File: config.mk
export PLATFORM = sky130hd
export DESIGN_NAME = p2drr_skid
export DESIGN_NICKNAME = d
export VERILOG_FILES = /design/src/design/p2drr_pkg.sv /design/src/design/p2drr_skid.sv
export SDC_FILE = /design/constraint.sdc
export NUM_CORES = 1
export LEC_CHECK = 0
export BUFFER_PORTS_ARGS = -buffer_cell sky130_fd_sc_hd__buf_2
export CAP_MARGIN = 20
export CORE_ASPECT_RATIO = 1.75
export CORE_UTILIZATION = 56
export DETAILED_ROUTE_END_ITERATION = 7
export PLACE_DENSITY = 0.83
export RECOVER_POWER = 50
export SYNTH_ARGS = -nofsm -noshare
export SYNTH_HDL_FRONTEND = slang
export SYNTH_SLANG_ARGS = --single-unit
File: constraint.sdc
create_clock -name clk -period 34.9 [get_ports clk]
set_input_delay 6.98 -clock clk [delete_from_list [all_inputs] [get_ports clk]]
set_output_delay 6.98 -clock clk [all_outputs]
set_load 0.01 [all_outputs]
File: src/design/p2drr_pkg.sv
`timescale 1ns / 1ps
// ----------------------------------------------------------------------------
// p2drr_pkg
// Shared types, widths and constants of the planar pose residual pipeline.
// ----------------------------------------------------------------------------
package p2drr_pkg;

  localparam int FRAC_BITS     = 16;
  localparam int CORDIC_STAGES = 18;
  localparam int NUM_ITER      = (CORDIC_STAGES > 30) ? 30 : CORDIC_STAGES;

  localparam int UNIT_SHIFT  = 30;
  localparam int PHASE_SHIFT = UNIT_SHIFT + FRAC_BITS;

  localparam logic [63:0] TURN_CONST = 64'd733972625820500304;
  localparam logic [31:0] TURN_LO    = TURN_CONST[31:0];
  localparam logic [31:0] TURN_HI    = TURN_CONST[63:32];

  localparam int XY_W  = 34;
  localparam int Z_W   = 34;
  localparam int C_W   = 32;
  localparam int D_W   = 33;
  localparam int P_W   = C_W + D_W;
  localparam int S_W   = P_W + 1;
  localparam int R_W   = S_W - UNIT_SHIFT;
  localparam int SAT_W = 40;

  localparam logic signed [XY_W-1:0] CORDIC_GAIN = XY_W'(652032874);
  localparam logic signed [XY_W-1:0] ONE_Q30     = XY_W'(1073741824);

  localparam int CFG_ADDR_W = 2;

  typedef enum logic [CFG_ADDR_W-1:0] {
    REG_MEASURED_DX     = 2'd0,
    REG_MEASURED_DY     = 2'd1,
    REG_MEASURED_DTHETA = 2'd2
  } reg_idx_t;

  typedef enum logic [1:0] {
    QUAD_0 = 2'd0,
    QUAD_1 = 2'd1,
    QUAD_2 = 2'd2,
    QUAD_3 = 2'd3
  } quad_t;

  typedef struct packed {
    logic signed [D_W-1:0] dx;
    logic signed [D_W-1:0] dy;
    logic signed [D_W-1:0] dh;
  } side_t;

  typedef struct packed {
    quad_t quad;
    side_t side;
  } carry_t;

  typedef struct packed {
    logic signed [31:0] mdx;
    logic signed [31:0] mdy;
    logic signed [31:0] mdth;
  } meas_t;

  typedef struct packed {
    logic signed [31:0] rh;
    logic signed [31:0] ry;
    logic signed [31:0] rx;
  } res_t;

  // arctangent of 2^-i in units of 2^32 per turn
  function automatic logic [29:0] atan_turn(input int idx);
    logic [29:0] v;
    case (idx)
      0:  v = 30'd536870912;
      1:  v = 30'd316933406;
      2:  v = 30'd167458907;
      3:  v = 30'd85004756;
      4:  v = 30'd42667331;
      5:  v = 30'd21354465;
      6:  v = 30'd10679838;
      7:  v = 30'd5340245;
      8:  v = 30'd2670163;
      9:  v = 30'd1335087;
      10: v = 30'd667544;
      11: v = 30'd333772;
      12: v = 30'd166886;
      13: v = 30'd83443;
      14: v = 30'd41722;
      15: v = 30'd20861;
      16: v = 30'd10430;
      17: v = 30'd5215;
      18: v = 30'd2608;
      19: v = 30'd1304;
      20: v = 30'd652;
      21: v = 30'd326;
      22: v = 30'd163;
      23: v = 30'd81;
      24: v = 30'd41;
      25: v = 30'd20;
      26: v = 30'd10;
      27: v = 30'd5;
      28: v = 30'd3;
      29: v = 30'd1;
      default: v = '0;
    endcase
    return v;
  endfunction

endpackage

File: src/design/p2drr_skid.sv
`timescale 1ns / 1ps
// ----------------------------------------------------------------------------
// p2drr_skid
// Output register with one skid entry; ready toward the pipeline is
// registered and drops only while the skid entry is occupied.
// ----------------------------------------------------------------------------
module p2drr_skid (
  input  logic             clk,
  input  logic             rst,
  input  logic             in_valid,
  output logic             in_ready,
  input  p2drr_pkg::res_t  in_data,
  output logic             out_valid,
  input  logic             out_ready,
  output p2drr_pkg::res_t  out_data
);

  logic            skid_valid;
  p2drr_pkg::res_t skid_data;

  assign in_ready = !skid_valid;

  always_ff @(posedge clk) begin
    if (rst) begin
      out_valid  <= 1'b0;
      skid_valid <= 1'b0;
    end else if (out_ready || !out_valid) begin
      if (skid_valid) begin
        out_valid  <= 1'b1;
        skid_valid <= 1'b0;
      end else begin
        out_valid <= in_valid;
      end
    end else if (in_valid && !skid_valid) begin
      skid_valid <= 1'b1;
    end
    if (out_ready || !out_valid) begin
      out_data <= skid_valid ? skid_data : in_data;
    end else if (in_valid && !skid_valid) begin
      skid_data <= in_data;
    end
  end

  a_skid_implies_out: assert property (@(posedge clk) disable iff (rst)
    skid_valid |-> out_valid)
    else $error("skid entry held with empty output register");

  a_skid_hold: assert property (@(posedge clk) disable iff (rst)
    (skid_valid && !out_ready) |=> skid_valid)
    else $error("skid entry dropped while output stalled");

  a_skid_capture: assert property (@(posedge clk) disable iff (rst)
    (in_valid && in_ready && out_valid && !out_ready) |=> skid_valid)
    else $error("transaction lost on output stall");

endmodule

# ---- Word-level counts from Yosys, hierarchy flattened
# Cells that the tools add are included.
dict set report totals {
  out_inout_bits 98
  register_bits 194
  in_bits 100
}
dict set report op_classes {
  mux 2
  bitwise 1
  reduce_logical 6
}
# cell count
set ops {}
lappend ops {{2-to-1 mux 96 bit} 1}
lappend ops {{logical NOT 1 bit} 2}
lappend ops {{AND reduction 2 bit} 1}
lappend ops {{OR reduction 2 bit} 1}
lappend ops {{logical AND 1 bit} 1}
lappend ops {{logical OR 1 bit} 1}
lappend ops {{2-to-1 mux 1 bit} 1}
lappend ops {{inverter 1 bit} 1}

# ---- Longest topological paths before layout
dict set report logic_depth {
  depth_word 4
  depth_mapped 5
  depth_no_buf 2
}

# ---- Least setup slack after synthesis
# No wires, ideal clock.
dict set report synth_timing {
  path_type {input -> register}
  start {input out_ready}
  end {register skid_data[0] (netlist bit), enable pin}
  arrival_time_ns 16.524
  setup_slack_ns 17.688
  stages 2
  path_cell_list {nand2b_1 nor3b_1}
}
dict set report synth_between {
  elab_chain_len 3
}
# element line
set synth_lines {}
lappend synth_lines {{from (decl)} p2drr_skid.sv:14} ;# input logic out_ready,
lappend synth_lines {{logical OR 1 bit} p2drr_skid.sv:37} ;# if (out_ready || !out_valid) begin
lappend synth_lines {{inverter 1 bit (no line)} n/a}
lappend synth_lines {{AND reduction 2 bit (no line)} n/a}
lappend synth_lines {{to (signal assigned)} p2drr_skid.sv:40} ;# skid_data <= in_data;
lappend synth_lines {{to (decl)} p2drr_skid.sv:19} ;# p2drr_pkg::res_t skid_data;
# No other way between the ends.
# A chain may end at the register's enable or synchronous reset.

# ---- Worst setup path after layout
dict set report layout_timing {
  start {input out_ready}
  end {register skid_data[15] (netlist bit), enable pin}
}
# The elaborated chain is that of the path after synthesis.

==> summary.md <==
| Metric | Value |
|---|---|
| Outcome | `finished, violations left` |
| Failing checks | `capacitance limit, slew limit` |
| Final ANT Viol Nets | `0` |
| CTS H-Tree Depth | `4` |
| First-pass GRT wire length | `18890 µm` |
| # port buffers | `197` |
| Seq cells post-synth | `194` |
| DR iter-0 viols | `245` |
| CP cell instances | `buf_2 > nand2b_1 > nor3b_2 > buf_4` |
| Chip width | `86.63 µm` |
| Drt total wl | `12860 µm` |
| Synthesized Nets | `407` |
| RSZ-0062 raised after global routing | `false` |
| # nets final | `616` |
| Register area | `5809 µm²` |
| Global routing's busiest layer | `met2` |
| Placer Congestion | `0.7435` |
| Setup crit end kind | `flip-flop` |
| Slowest stage delay, CP | `1.11 ns` |
| Worst slack, placed | `between 20 and 30 ns` |
| Final Max Tran Viols | `44` |
| Rows | `53` |
| Pre-Repair DR Iteration Count | `4` |
| Register area share after synthesis | `between 80 and 90%` |
| Setup_tns | `0 ns` |
| Final Setup Violations | `0` |
| R2r setup slk | `~32 ns` |
| Post-synth cell types | `12` |
| Core area | `12140 µm²` |
| Worst vdd ir | `0.00004463 V` |
| TritonCTS clock tree | `built` |
| Worst setup SP type | `primary input` |
| Pwr per Cell Area | `56.12 nW/µm²` |
| Later-pin clock latency in the skew report | `0.42 ns` |
| WP data required | `34.94 ns` |
| TritonCTS Buffers | `17` |
| DP Wirelength | `8728 µm` |
| Die height | `~150 µm` |
| Total number of vias | `3545` |
| Final Skew | `0.009387 ns` |
| Critical path data arrival time | `9.41 ns` |
| Largest net degree at the start of global routing | `between 50 and 60` |
| Fmax | `about 110 MHz` |
| Worst Path Max Fanout | `55` |
| Max Buffers Root-to-Sink | `2` |
| Worst r2r src | `out_valid$_SDFFE_PP0P_` |
| Met1 usage | `23.51%` |
| Max Cap Violations | `1` |
| Period utilization | `26.84%` |
| Ant. Diodes | `0` |
| Worst Setup Path Type | `in2reg` |
| Grt total ovfl | `0` |
| Post-layout min period | `about 9.4 ns` |
| HP Class | `reg2reg` |
| Met3 Usage GRT | `5.318%` |
| Syn Inst Count | `roughly 310` |
| Crit path max-delay cell type | `nand2b_1` |
| Hold Violations, Final | `0` |
| CP top delay family | `simple AND/OR/NAND/NOR gates` |
| Static Leakage | `about 3 nW` |
| Boundary Pins | `198` |
| Area Overhead vs Synth | `22.52%` |
| CTS Hold Bufs | `0` |
| Routed wire per std cell | `roughly 19 µm` |
| Die area | `13000 µm²` |
| DRC errors left | `0` |
| CTS clk-pin slew, worst paths | `roughly 0.070 ns` |
| Layout cell share with drive strength beyond 1 | `47.07%` |
| Slew margin rel. | `-35.59%` |
| Antenna violations before repair | `0` |
| Syn Std Cell Area | `roughly 7000 µm²` |
| Startpoint of the worst hold path | `skid_data[88]$_DFFE_PP_` |
| Via density | `5.108` |
| Tightest Pin Transition | `2.034 ns` |
| Clk root buf | `clkbuf_16` |
| Most common cell after layout, fill and taps aside | `edfxtp_1` |
| Multi-input gate area | `~1100 µm²` |
| Vias in the first global route | `3600` |
| Worst Path Buf+Inv | `2` |
| Number of fill cells in the layout | `833` |
| Clock sinks | `about 190` |
| Met2 Use GR | `35.36%` |
| Worst setup path startpoint | `out_ready` |
| Setup slack after layout | `around 26 ns` |
| CTS resizes | `0` |
| Mean Syn Cell Area | `between 20 and 25 µm²` |
| Synth warn | `0` |
| Most frequent cells in the layout | `edfxtp_1 (192), buf_2 (122), mux2_2 (89)` |
| GRT Total Usage | `20.50%` |
| Initial Util | `57.83%` |
| Post CTS Setup Buffer Count | `0` |
flip-flops by register name, indices dropped and copies added (netlist names):
register / cells
out_valid: 1
out_data: 96
skid_valid: 1
skid_data: 96
cells in the mapped netlist:
library cell  instances  share of area, %
edfxtp_1            192                82
mux2_2               89                14
buf_2                 8              0.57
mux2_4                7               1.5
buf_6                 3              0.48
dfxtp_1               2              0.57
a21oi_1               1             0.071
inv_1                 1             0.053
nand2b_1              1             0.089
nor2_1                1             0.053
nor3_1                1             0.071
nor3b_1               1              0.11
per-stage QoR:
step / std cells / hold WS [ns] / utilization [%] / power (mW) / cell area, µm²
after floorplan: 307 / 0.5231 / - / 0.2936 / 7018
after global placement: 662 / 0.5272 / 67.43 / 0.3098 / 8183
after detailed placement: 662 / 0.5302 / 67.43 / 0.3115 / 8183
after CTS: 694 / 0.5459 / 71.90 / 0.4882 / 8726
after global routing: 694 / 0.5499 / 70.85 / 0.4978 / 8598
final: 694 / 0.5340 / 70.85 / 0.4825 / 8598
layout make-up:
type / count / share of cell area [%]
clock buffers: 17 / 4.948
multi-input cells: 101 / 12.95
clock inverters: 15 / 1.368
flip-flops and latches: 194 / 67.56
repair buffers: 201 / 10.72
inverters: 1 / 0.04366
well taps: 165 / 2.401
routing by layer:
metal | up-vias | wire length (µm)
li1 | 1659 | -
met1 | 1735 | 4648
met2 | 131 | 7245
met3 | 20 | 662
met4 | 0 | 306
met5 | - | 0
final timing paths:
| check | endpoint | depth (start not counted) |
|---|---|---|
| worst min-delay path | out_data[88]$_DFFE_PP_ | 1 |
| worst max-delay path | skid_data[15]$_DFFE_PP_ | 4 |
| worst min register to register | out_data[88]$_DFFE_PP_ | 1 |
| worst max register to register | skid_data[15]$_DFFE_PP_ | 3 |
power breakdown:
group / internal (mW) / leakage (nW) / switching (mW)
sequential: 0.269 / 1.88 / 0.00372
combinational: 0.0139 / 0.943 / 0.0172
clock: 0.0928 / 0.260 / 0.0854
cells by family (layout without fill, tap and decap cells):
group	Yosys count	after routing	share of synthesized area [%]
DFF	194	194	82.72
muxes	96	96	15.78
buffers and inverters	12	234	1.105
and+or+nand+nor	4	4	0.3209
AOI/OAI and AO/OA	1	1	0.07125
No activity file was read; power rests on OpenSTA's default activity.
