--- src/design/p2drr_pkg.sv ---
`timescale 1ns / 1ps
// ----------------------------------------------------------------------------
// p2drr_pkg
// Shared types, widths and constants of the planar pose residual pipeline.
// ----------------------------------------------------------------------------
package p2drr_pkg;

  localparam int FRAC_BITS     = 16;
  localparam int CORDIC_STAGES = 18;
  localparam int NUM_ITER      = (CORDIC_STAGES > 30) ? 30 : CORDIC_STAGES;

  localparam int UNIT_SHIFT  = 30;
  localparam int PHASE_SHIFT = UNIT_SHIFT + FRAC_BITS;

  localparam logic [63:0] TURN_CONST = 64'd733972625820500304;
  localparam logic [31:0] TURN_LO    = TURN_CONST[31:0];
  localparam logic [31:0] TURN_HI    = TURN_CONST[63:32];

  localparam int XY_W  = 34;
  localparam int Z_W   = 34;
  localparam int C_W   = 32;
  localparam int D_W   = 33;
  localparam int P_W   = C_W + D_W;
  localparam int S_W   = P_W + 1;
  localparam int R_W   = S_W - UNIT_SHIFT;
  localparam int SAT_W = 40;

  localparam logic signed [XY_W-1:0] CORDIC_GAIN = XY_W'(652032874);
  localparam logic signed [XY_W-1:0] ONE_Q30     = XY_W'(1073741824);

  localparam int CFG_ADDR_W = 2;

  typedef enum logic [CFG_ADDR_W-1:0] {
    REG_MEASURED_DX     = 2'd0,
    REG_MEASURED_DY     = 2'd1,
    REG_MEASURED_DTHETA = 2'd2
  } reg_idx_t;

  typedef enum logic [1:0] {
    QUAD_0 = 2'd0,
    QUAD_1 = 2'd1,
    QUAD_2 = 2'd2,
    QUAD_3 = 2'd3
  } quad_t;

  typedef struct packed {
    logic signed [D_W-1:0] dx;
    logic signed [D_W-1:0] dy;
    logic signed [D_W-1:0] dh;
  } side_t;

  typedef struct packed {
    quad_t quad;
    side_t side;
  } carry_t;

  typedef struct packed {
    logic signed [31:0] mdx;
    logic signed [31:0] mdy;
    logic signed [31:0] mdth;
  } meas_t;

  typedef struct packed {
    logic signed [31:0] rh;
    logic signed [31:0] ry;
    logic signed [31:0] rx;
  } res_t;

  // arctangent of 2^-i in units of 2^32 per turn
  function automatic logic [29:0] atan_turn(input int idx);
    logic [29:0] v;
    case (idx)
      0:  v = 30'd536870912;
      1:  v = 30'd316933406;
      2:  v = 30'd167458907;
      3:  v = 30'd85004756;
      4:  v = 30'd42667331;
      5:  v = 30'd21354465;
      6:  v = 30'd10679838;
      7:  v = 30'd5340245;
      8:  v = 30'd2670163;
      9:  v = 30'd1335087;
      10: v = 30'd667544;
      11: v = 30'd333772;
      12: v = 30'd166886;
      13: v = 30'd83443;
      14: v = 30'd41722;
      15: v = 30'd20861;
      16: v = 30'd10430;
      17: v = 30'd5215;
      18: v = 30'd2608;
      19: v = 30'd1304;
      20: v = 30'd652;
      21: v = 30'd326;
      22: v = 30'd163;
      23: v = 30'd81;
      24: v = 30'd41;
      25: v = 30'd20;
      26: v = 30'd10;
      27: v = 30'd5;
      28: v = 30'd3;
      29: v = 30'd1;
      default: v = '0;
    endcase
    return v;
  endfunction

endpackage

--- src/design/p2drr_phase.sv ---
`timescale 1ns / 1ps
// ----------------------------------------------------------------------------
// p2drr_phase
// Position differences and heading-to-phase conversion: four stages that
// scale the heading to 2^32 per turn and split it into quadrant and residue.
// ----------------------------------------------------------------------------
module p2drr_phase (
  input  logic                              clk,
  input  logic                              rst,
  input  logic                              en,
  input  logic                              in_valid,
  input  logic signed [31:0]                ax,
  input  logic signed [31:0]                ay,
  input  logic signed [31:0]                ah,
  input  logic signed [31:0]                bx,
  input  logic signed [31:0]                by,
  input  logic signed [31:0]                bh,
  output logic                              out_valid,
  output p2drr_pkg::carry_t                 out_carry,
  output logic signed [p2drr_pkg::Z_W-1:0]  out_z
);

  localparam int SHIFT = p2drr_pkg::PHASE_SHIFT;
  localparam int ZW    = p2drr_pkg::Z_W;
  localparam logic [31:0] QOFF = 32'h2000_0000;
  localparam logic signed [ZW-1:0] ZHALF = ZW'(32'h2000_0000);

  logic                v1, v2, v3;
  logic                neg1, neg2, neg3;
  logic [31:0]         mag1;
  logic [63:0]         prod_lo2, prod_hi2;
  logic [31:0]         p3;
  p2drr_pkg::side_t    side1, side2, side3;
  logic [95:0]         full;
  logic [31:0]         u;

  assign full = {prod_hi2, 32'd0} + {32'd0, prod_lo2};
  assign u    = neg3 ? (QOFF - p3) : (p3 + QOFF);

  always_ff @(posedge clk) begin
    if (rst) begin
      v1        <= 1'b0;
      v2        <= 1'b0;
      v3        <= 1'b0;
      out_valid <= 1'b0;
    end else if (en) begin
      v1        <= in_valid;
      v2        <= v1;
      v3        <= v2;
      out_valid <= v3;
    end
    if (en) begin
      neg1     <= ah[31];
      mag1     <= ah[31] ? (32'd0 - ah) : ah;
      side1.dx <= {bx[31], bx} - {ax[31], ax};
      side1.dy <= {by[31], by} - {ay[31], ay};
      side1.dh <= {bh[31], bh} - {ah[31], ah};

      neg2     <= neg1;
      prod_lo2 <= mag1 * p2drr_pkg::TURN_LO;
      prod_hi2 <= mag1 * p2drr_pkg::TURN_HI;
      side2    <= side1;

      neg3     <= neg2;
      p3       <= full[SHIFT+31:SHIFT];
      side3    <= side2;

      out_carry.quad <= p2drr_pkg::quad_t'(u[31:30]);
      out_carry.side <= side3;
      out_z          <= $signed({{(ZW-30){1'b0}}, u[29:0]}) - ZHALF;
    end
  end

  a_z_range: assert property (@(posedge clk) disable iff (rst)
    out_valid |-> (out_z >= -ZHALF && out_z < ZHALF))
    else $error("phase residue out of range");

endmodule

--- config.mk ---
export PLATFORM = sky130hd
export DESIGN_NAME = p2drr_phase
export DESIGN_NICKNAME = d
export VERILOG_FILES = /design/src/design/p2drr_pkg.sv /design/src/design/p2drr_phase.sv
export SDC_FILE = /design/constraint.sdc
export NUM_CORES = 2
export LEC_CHECK = 0
export ABC_CLOCK_PERIOD_IN_PS = 6400
export BUFFER_PORTS_ARGS = -buffer_cell sky130_fd_sc_hd__buf_2
export CAP_MARGIN = 20
export CORE_MARGIN = 8
export CORE_UTILIZATION = 25
export CTS_CLUSTER_SIZE = 24
export DETAILED_ROUTE_END_ITERATION = 6
export GPL_TIMING_DRIVEN = 0
export PLACE_DENSITY = 0.52
export RECOVER_POWER = 100
export SLEW_MARGIN = 20
export SYNTH_ARGS = -nofsm -noshare
export SYNTH_HDL_FRONTEND = slang
export SYNTH_SLANG_ARGS = --single-unit
--- constraint.sdc ---
create_clock -name clk -period 6.4 [get_ports clk]
set_input_delay 0.64 -clock clk [delete_from_list [all_inputs] [get_ports clk]]
set_output_delay 0.64 -clock clk [all_outputs]
set_load 0.02 [all_outputs]
# After elaboration in Yosys (flattened, before gate mapping)
# Cells that the tools add are included.
[word_totals] reg_bits=608 inputBits=196 out_inout_bits=136 word_cells=38
[op_classes] add_sub_neg=8 n_mul=2 mux=2
[op_table] operator="$sub 32x32->33" n=3
[op_table] operator="$add 78x64->78" n=1
[op_table] operator="$mul 32x28->60 const B" n=1
[op_table] operator="$mul 32x27->45 const B" n=1
[op_table] operator="$add 32x30->32 const B" n=1
[op_table] operator="$mux 32" n=1
[op_table] operator="$sub 1x32->32 const A" n=1
[op_table] operator="$sub 30x32->32 const A" n=1
[op_table] operator="$mux 31" n=1
[op_table] operator="$sub 30x30->31 const B" n=1

# Logic depth before layout (Yosys ltp)
[depth] ltp_word=3 ltp_mapped=27 depth_no_buf=27

# Least setup slack after synthesis
# No wires, ideal clock.
[synth_timing] kind="flip-flop to flip-flop" start="register mag1[2]" end="register prod_lo2[59], data pin" setup_ps=258 t_arrival_ps=6567 t_required_ps=6142 slack_ps=-425 stages_incl_launch_ff=26 path_buffers=0 period_less_slack_ps=6825 path_cell_list="edfxtp_1 -> inv_1 -> fa_1 -> inv_1 -> fa_1 -> fa_1 -> inv_1 -> fa_1 -> fa_1 -> inv_1 -> fa_1 -> inv_1 -> fa_1 -> inv_1 -> ha_1 -> a21oi_1 -> o21bai_1 -> a221oi_1 -> o21ai_0 -> nand2b_1 -> a21oi_1 -> nor3b_1 -> a21oi_1 -> a211o_1 -> a211oi_1 -> nor2_1"
[synth_via] elab_chain_len=1
[synth_lines] element="start, declared" line_no="p2drr_phase.sv:30" text="logic [31:0] mag1;"
[synth_lines] element="start signal, assigned" line_no="p2drr_phase.sv:54" text="mag1 <= ah[31] ? (32'd0 - ah) : ah;"
[synth_lines] element="$mul 32x28->60" line_no="p2drr_phase.sv:60" text="prod_lo2 <= mag1 * p2drr_pkg::TURN_LO;"
[synth_lines] element="end signal, assigned" line_no="p2drr_phase.sv:60"
[synth_lines] element="end, declared" line_no="p2drr_phase.sv:31" text="logic [63:0] prod_lo2, prod_hi2;"
# Every way passes these cells.
# A chain may end at the register's enable or synchronous reset.

# Worst setup path after layout
[layout_timing] start="register mag1[3]" end="register prod_lo2[61], data pin"
# Same word-level chain as after synthesis.

==> out/results.ini <==
[run_status]
outcome = finished, violations left
violations = capacitance limit, slew limit, setup timing

[placed_design]
hpwl_um = 99600
pre_cts_ws_ns = -2.35
portBuffers = 331
place_congestion = 0.881

[detailed_routing]
ant_nets = 0
wl_met3_um = 9800
remaining_drc_errors = 0
wl_per_cell_um = 17.7
wl_met1_um = 49900
highest_layer = met5
wl_met2_um = 60700
drt_iter0_drc = 1424
viasPerCell = 4.23
vias = 29800
wl_um = 125000
drt_pass1_iterations = 5

[logic_synthesis]
synth-edff-count = 571
synthTopCellsByCount = inv_1 (995), ha_1 (600), edfxtp_1 (571)
ys_warn_count = 0
synth_top_cell_by_area = edfxtp_1
ys_types = 72
seq_area_frac_synth = 0.366
syn_inst = 3942
synth_seq_cells = 575
synth.avg_cell_area_um2 = 12.0
synth_area_leaders = edfxtp_1 (36%), fa_1 (23%), ha_1 (16%), inv_1 (7.9%), xnor2_1 (3.3%)
synth_area_um2 = 47100
synth_top_area_share = 0.364
synth_nets = 5279
synth.most_common_cell = inv_1
async_reset_ff_frac = 0
synthFlopType = edfxtp_1

[worst_setup_path]
crit_arrival_ns = 7.59
start_kind = flop
cp-end-kind = flop
crit_type = flop to flop
path_max_fanout = 4
crit_top_cell = fa_1
crit_family = adder cells
max_stage_delay_ns = 0.53
cp.required_ns = 6.90
critPathBufInv = 6
crit_slowest_cell = edfxtp_1

[floorplanning]
die_y_um = 450
rows = 159
io_pins = 332
start_util = 0.251
core_area_um2 = 188000
die_area_um2 = 203000
die_width_um = 450

[hold_path]
hold_path_class = input pin to flop

[run]
max_cap_viol_count = 3

[grt]
antenna_found_initial = 15
grt_usage = 0.121
grt_pass1_wl_um = 188000
first_global_vias = 32300
grt_max_degree = 106
overflow = 0

[cts]
holdBufCountCts = 0
clk_latency_ns = 0.68
cts_tree = yes
clkTransAtPathRegs_ns = 0.07
clock_path_buffers = 3
htree_levels = 3
cts_sinks = 575
cts_root_buf = clkbuf_16
numCtsBuffers = 72

[sta]
hold_viol_final = 0
finalWorstSetupSlack_ns = -0.691
tns_ns = -12.28
finalCriticalPeriod_ns = 7.09
finalSetupViolations = 32
rsz0062_at_grt = true
fmax_mhz = 141
finClkSkew_ns = 0.0204
drv_slew = 190
maxSlewHeadroom = -1.03
tightest_slew_ns = 3.05
finalCritPeriodShare = 1.11

[final_layout]
regArea_um2 = 17200
multiInputGateArea_um2 = 27100
fill_cells = 19100
num-nets-final = 5839
syn2layout_area_growth_pct = 20.3
drive_above_1_share = 0.142

[final timing paths]
path / depth (start not counted) / end / slack [ns] / start
setup / recovery: 25 / prod_lo2[61]$_DFFE_PP_ / -0.69 / mag1[3]$_DFFE_PP_
hold / removal: 2 / out_valid$_SDFFE_PP0P_ / 0.17 / rst
setup reg to reg: 25 / prod_lo2[61]$_DFFE_PP_ / -0.69 / mag1[3]$_DFFE_PP_
hold reg to reg: 0 / out_carry[44]$_DFFE_PP_ / 0.41 / side3[44]$_DFFE_PP_
[layout make-up]
cell class,instances,area share
diodes,4,0.000177
plain buffers,16,0.00132
clock buffers,81,0.0327
clock inverters,49,0.00735
inverters,996,0.0664
multi-input cells,2353,0.478
flip-flops and latches,575,0.304
well taps,2495,0.0551
repair buffers,488,0.0548
[worst reg2reg max path: cells and delay by family (launching register included)]
| family | cells | cell delay, ns |
|---|---|---|
| AOI/OAI and AO/OA | 9 | 1.92 |
| adders and majority gates | 8 | 3.68 |
| buffers and inverters | 6 | 0.40 |
| DFF | 1 | 0.53 |
| and+or+nand+nor | 2 | 0.41 |
[layer usage]
metal | up-vias | global-route usage
li1 | 14200 | -
met1 | 14700 | 0.142
met2 | 727 | 0.206
met3 | 167 | 0.0415
met4 | 2 | 0.0422
met5 | - | 0
[stage by stage]
step / hold slack (ns) / util / cells / area, µm²
6_report: 0.168 / 0.302 / 7057 / 56700
5_1_grt: 0.106 / 0.302 / 7057 / 56700
4_1_cts: 0.0692 / 0.301 / 7028 / 56500
3_5_place_dp: 0.405 / 0.280 / 6787 / 52500
3_3_place_gp: 0.400 / 0.277 / 6768 / 52000
2_1_floorplan: 0.400 / - / 3942 / 47300
[kinds of logic after synthesis]
| group | count (synthesis) | synth area share |
|---|---|---|
| flip-flops | 575 | 0.366 |
| adder cells (fa/ha/maj) | 1141 | 0.389 |
| AO/OA/AOI/OAI | 527 | 0.0726 |
| multiplexers | 7 | 0.00151 |
| buffers and inverters | 1014 | 0.0811 |
| XOR/XNOR | 230 | 0.0427 |
| AND/OR/NAND/NOR | 448 | 0.0474 |
[cells in the final DEF, fill, tap and decap left out, drive strengths merged, types with 9 or more instances in the layout]
cell       n
a211oi    19
a21boi    10
a21o      83
a21oi    148
a31oi     12
and3      16
buf      341
clkbuf   244
clkinv    37
edfxtp   571
fa       541
ha       600
inv     1000
nand2     96
nand2b    27
nand3     32
nand4     21
nor2     129
nor2b     21
nor3      37
nor4       9
o21a      31
o21ai    101
o21bai    20
o31ai     23
o41ai      9
or3       18
or4        9
xnor2    180
xor2      50
[sequential cells by signal, indices dropped and copies added (netlist names)]
| name | flops |
|---|---|
| prod_lo2 | 31 |
| prod_hi2 | 45 |
| neg2 | 1 |
| out_valid | 1 |
| out_carry | 101 |
| side1 | 99 |
| p3 | 32 |
| out_z | 30 |
| side3 | 99 |
| neg3 | 1 |
| v3 | 1 |
| v1 | 1 |
| mag1 | 32 |
| neg1 | 1 |
| side2 | 99 |
| v2 | 1 |
[what timing repair did]
action,CTS,global route
pin swaps,94,56
gates resized for setup,182,68
cloned,0,0
setup endpoints to repair,56,46
buffers inserted,114,29
Power is not shown: default switching activity piles up to over one toggle a cycle in this logic, so the estimate is an artifact.
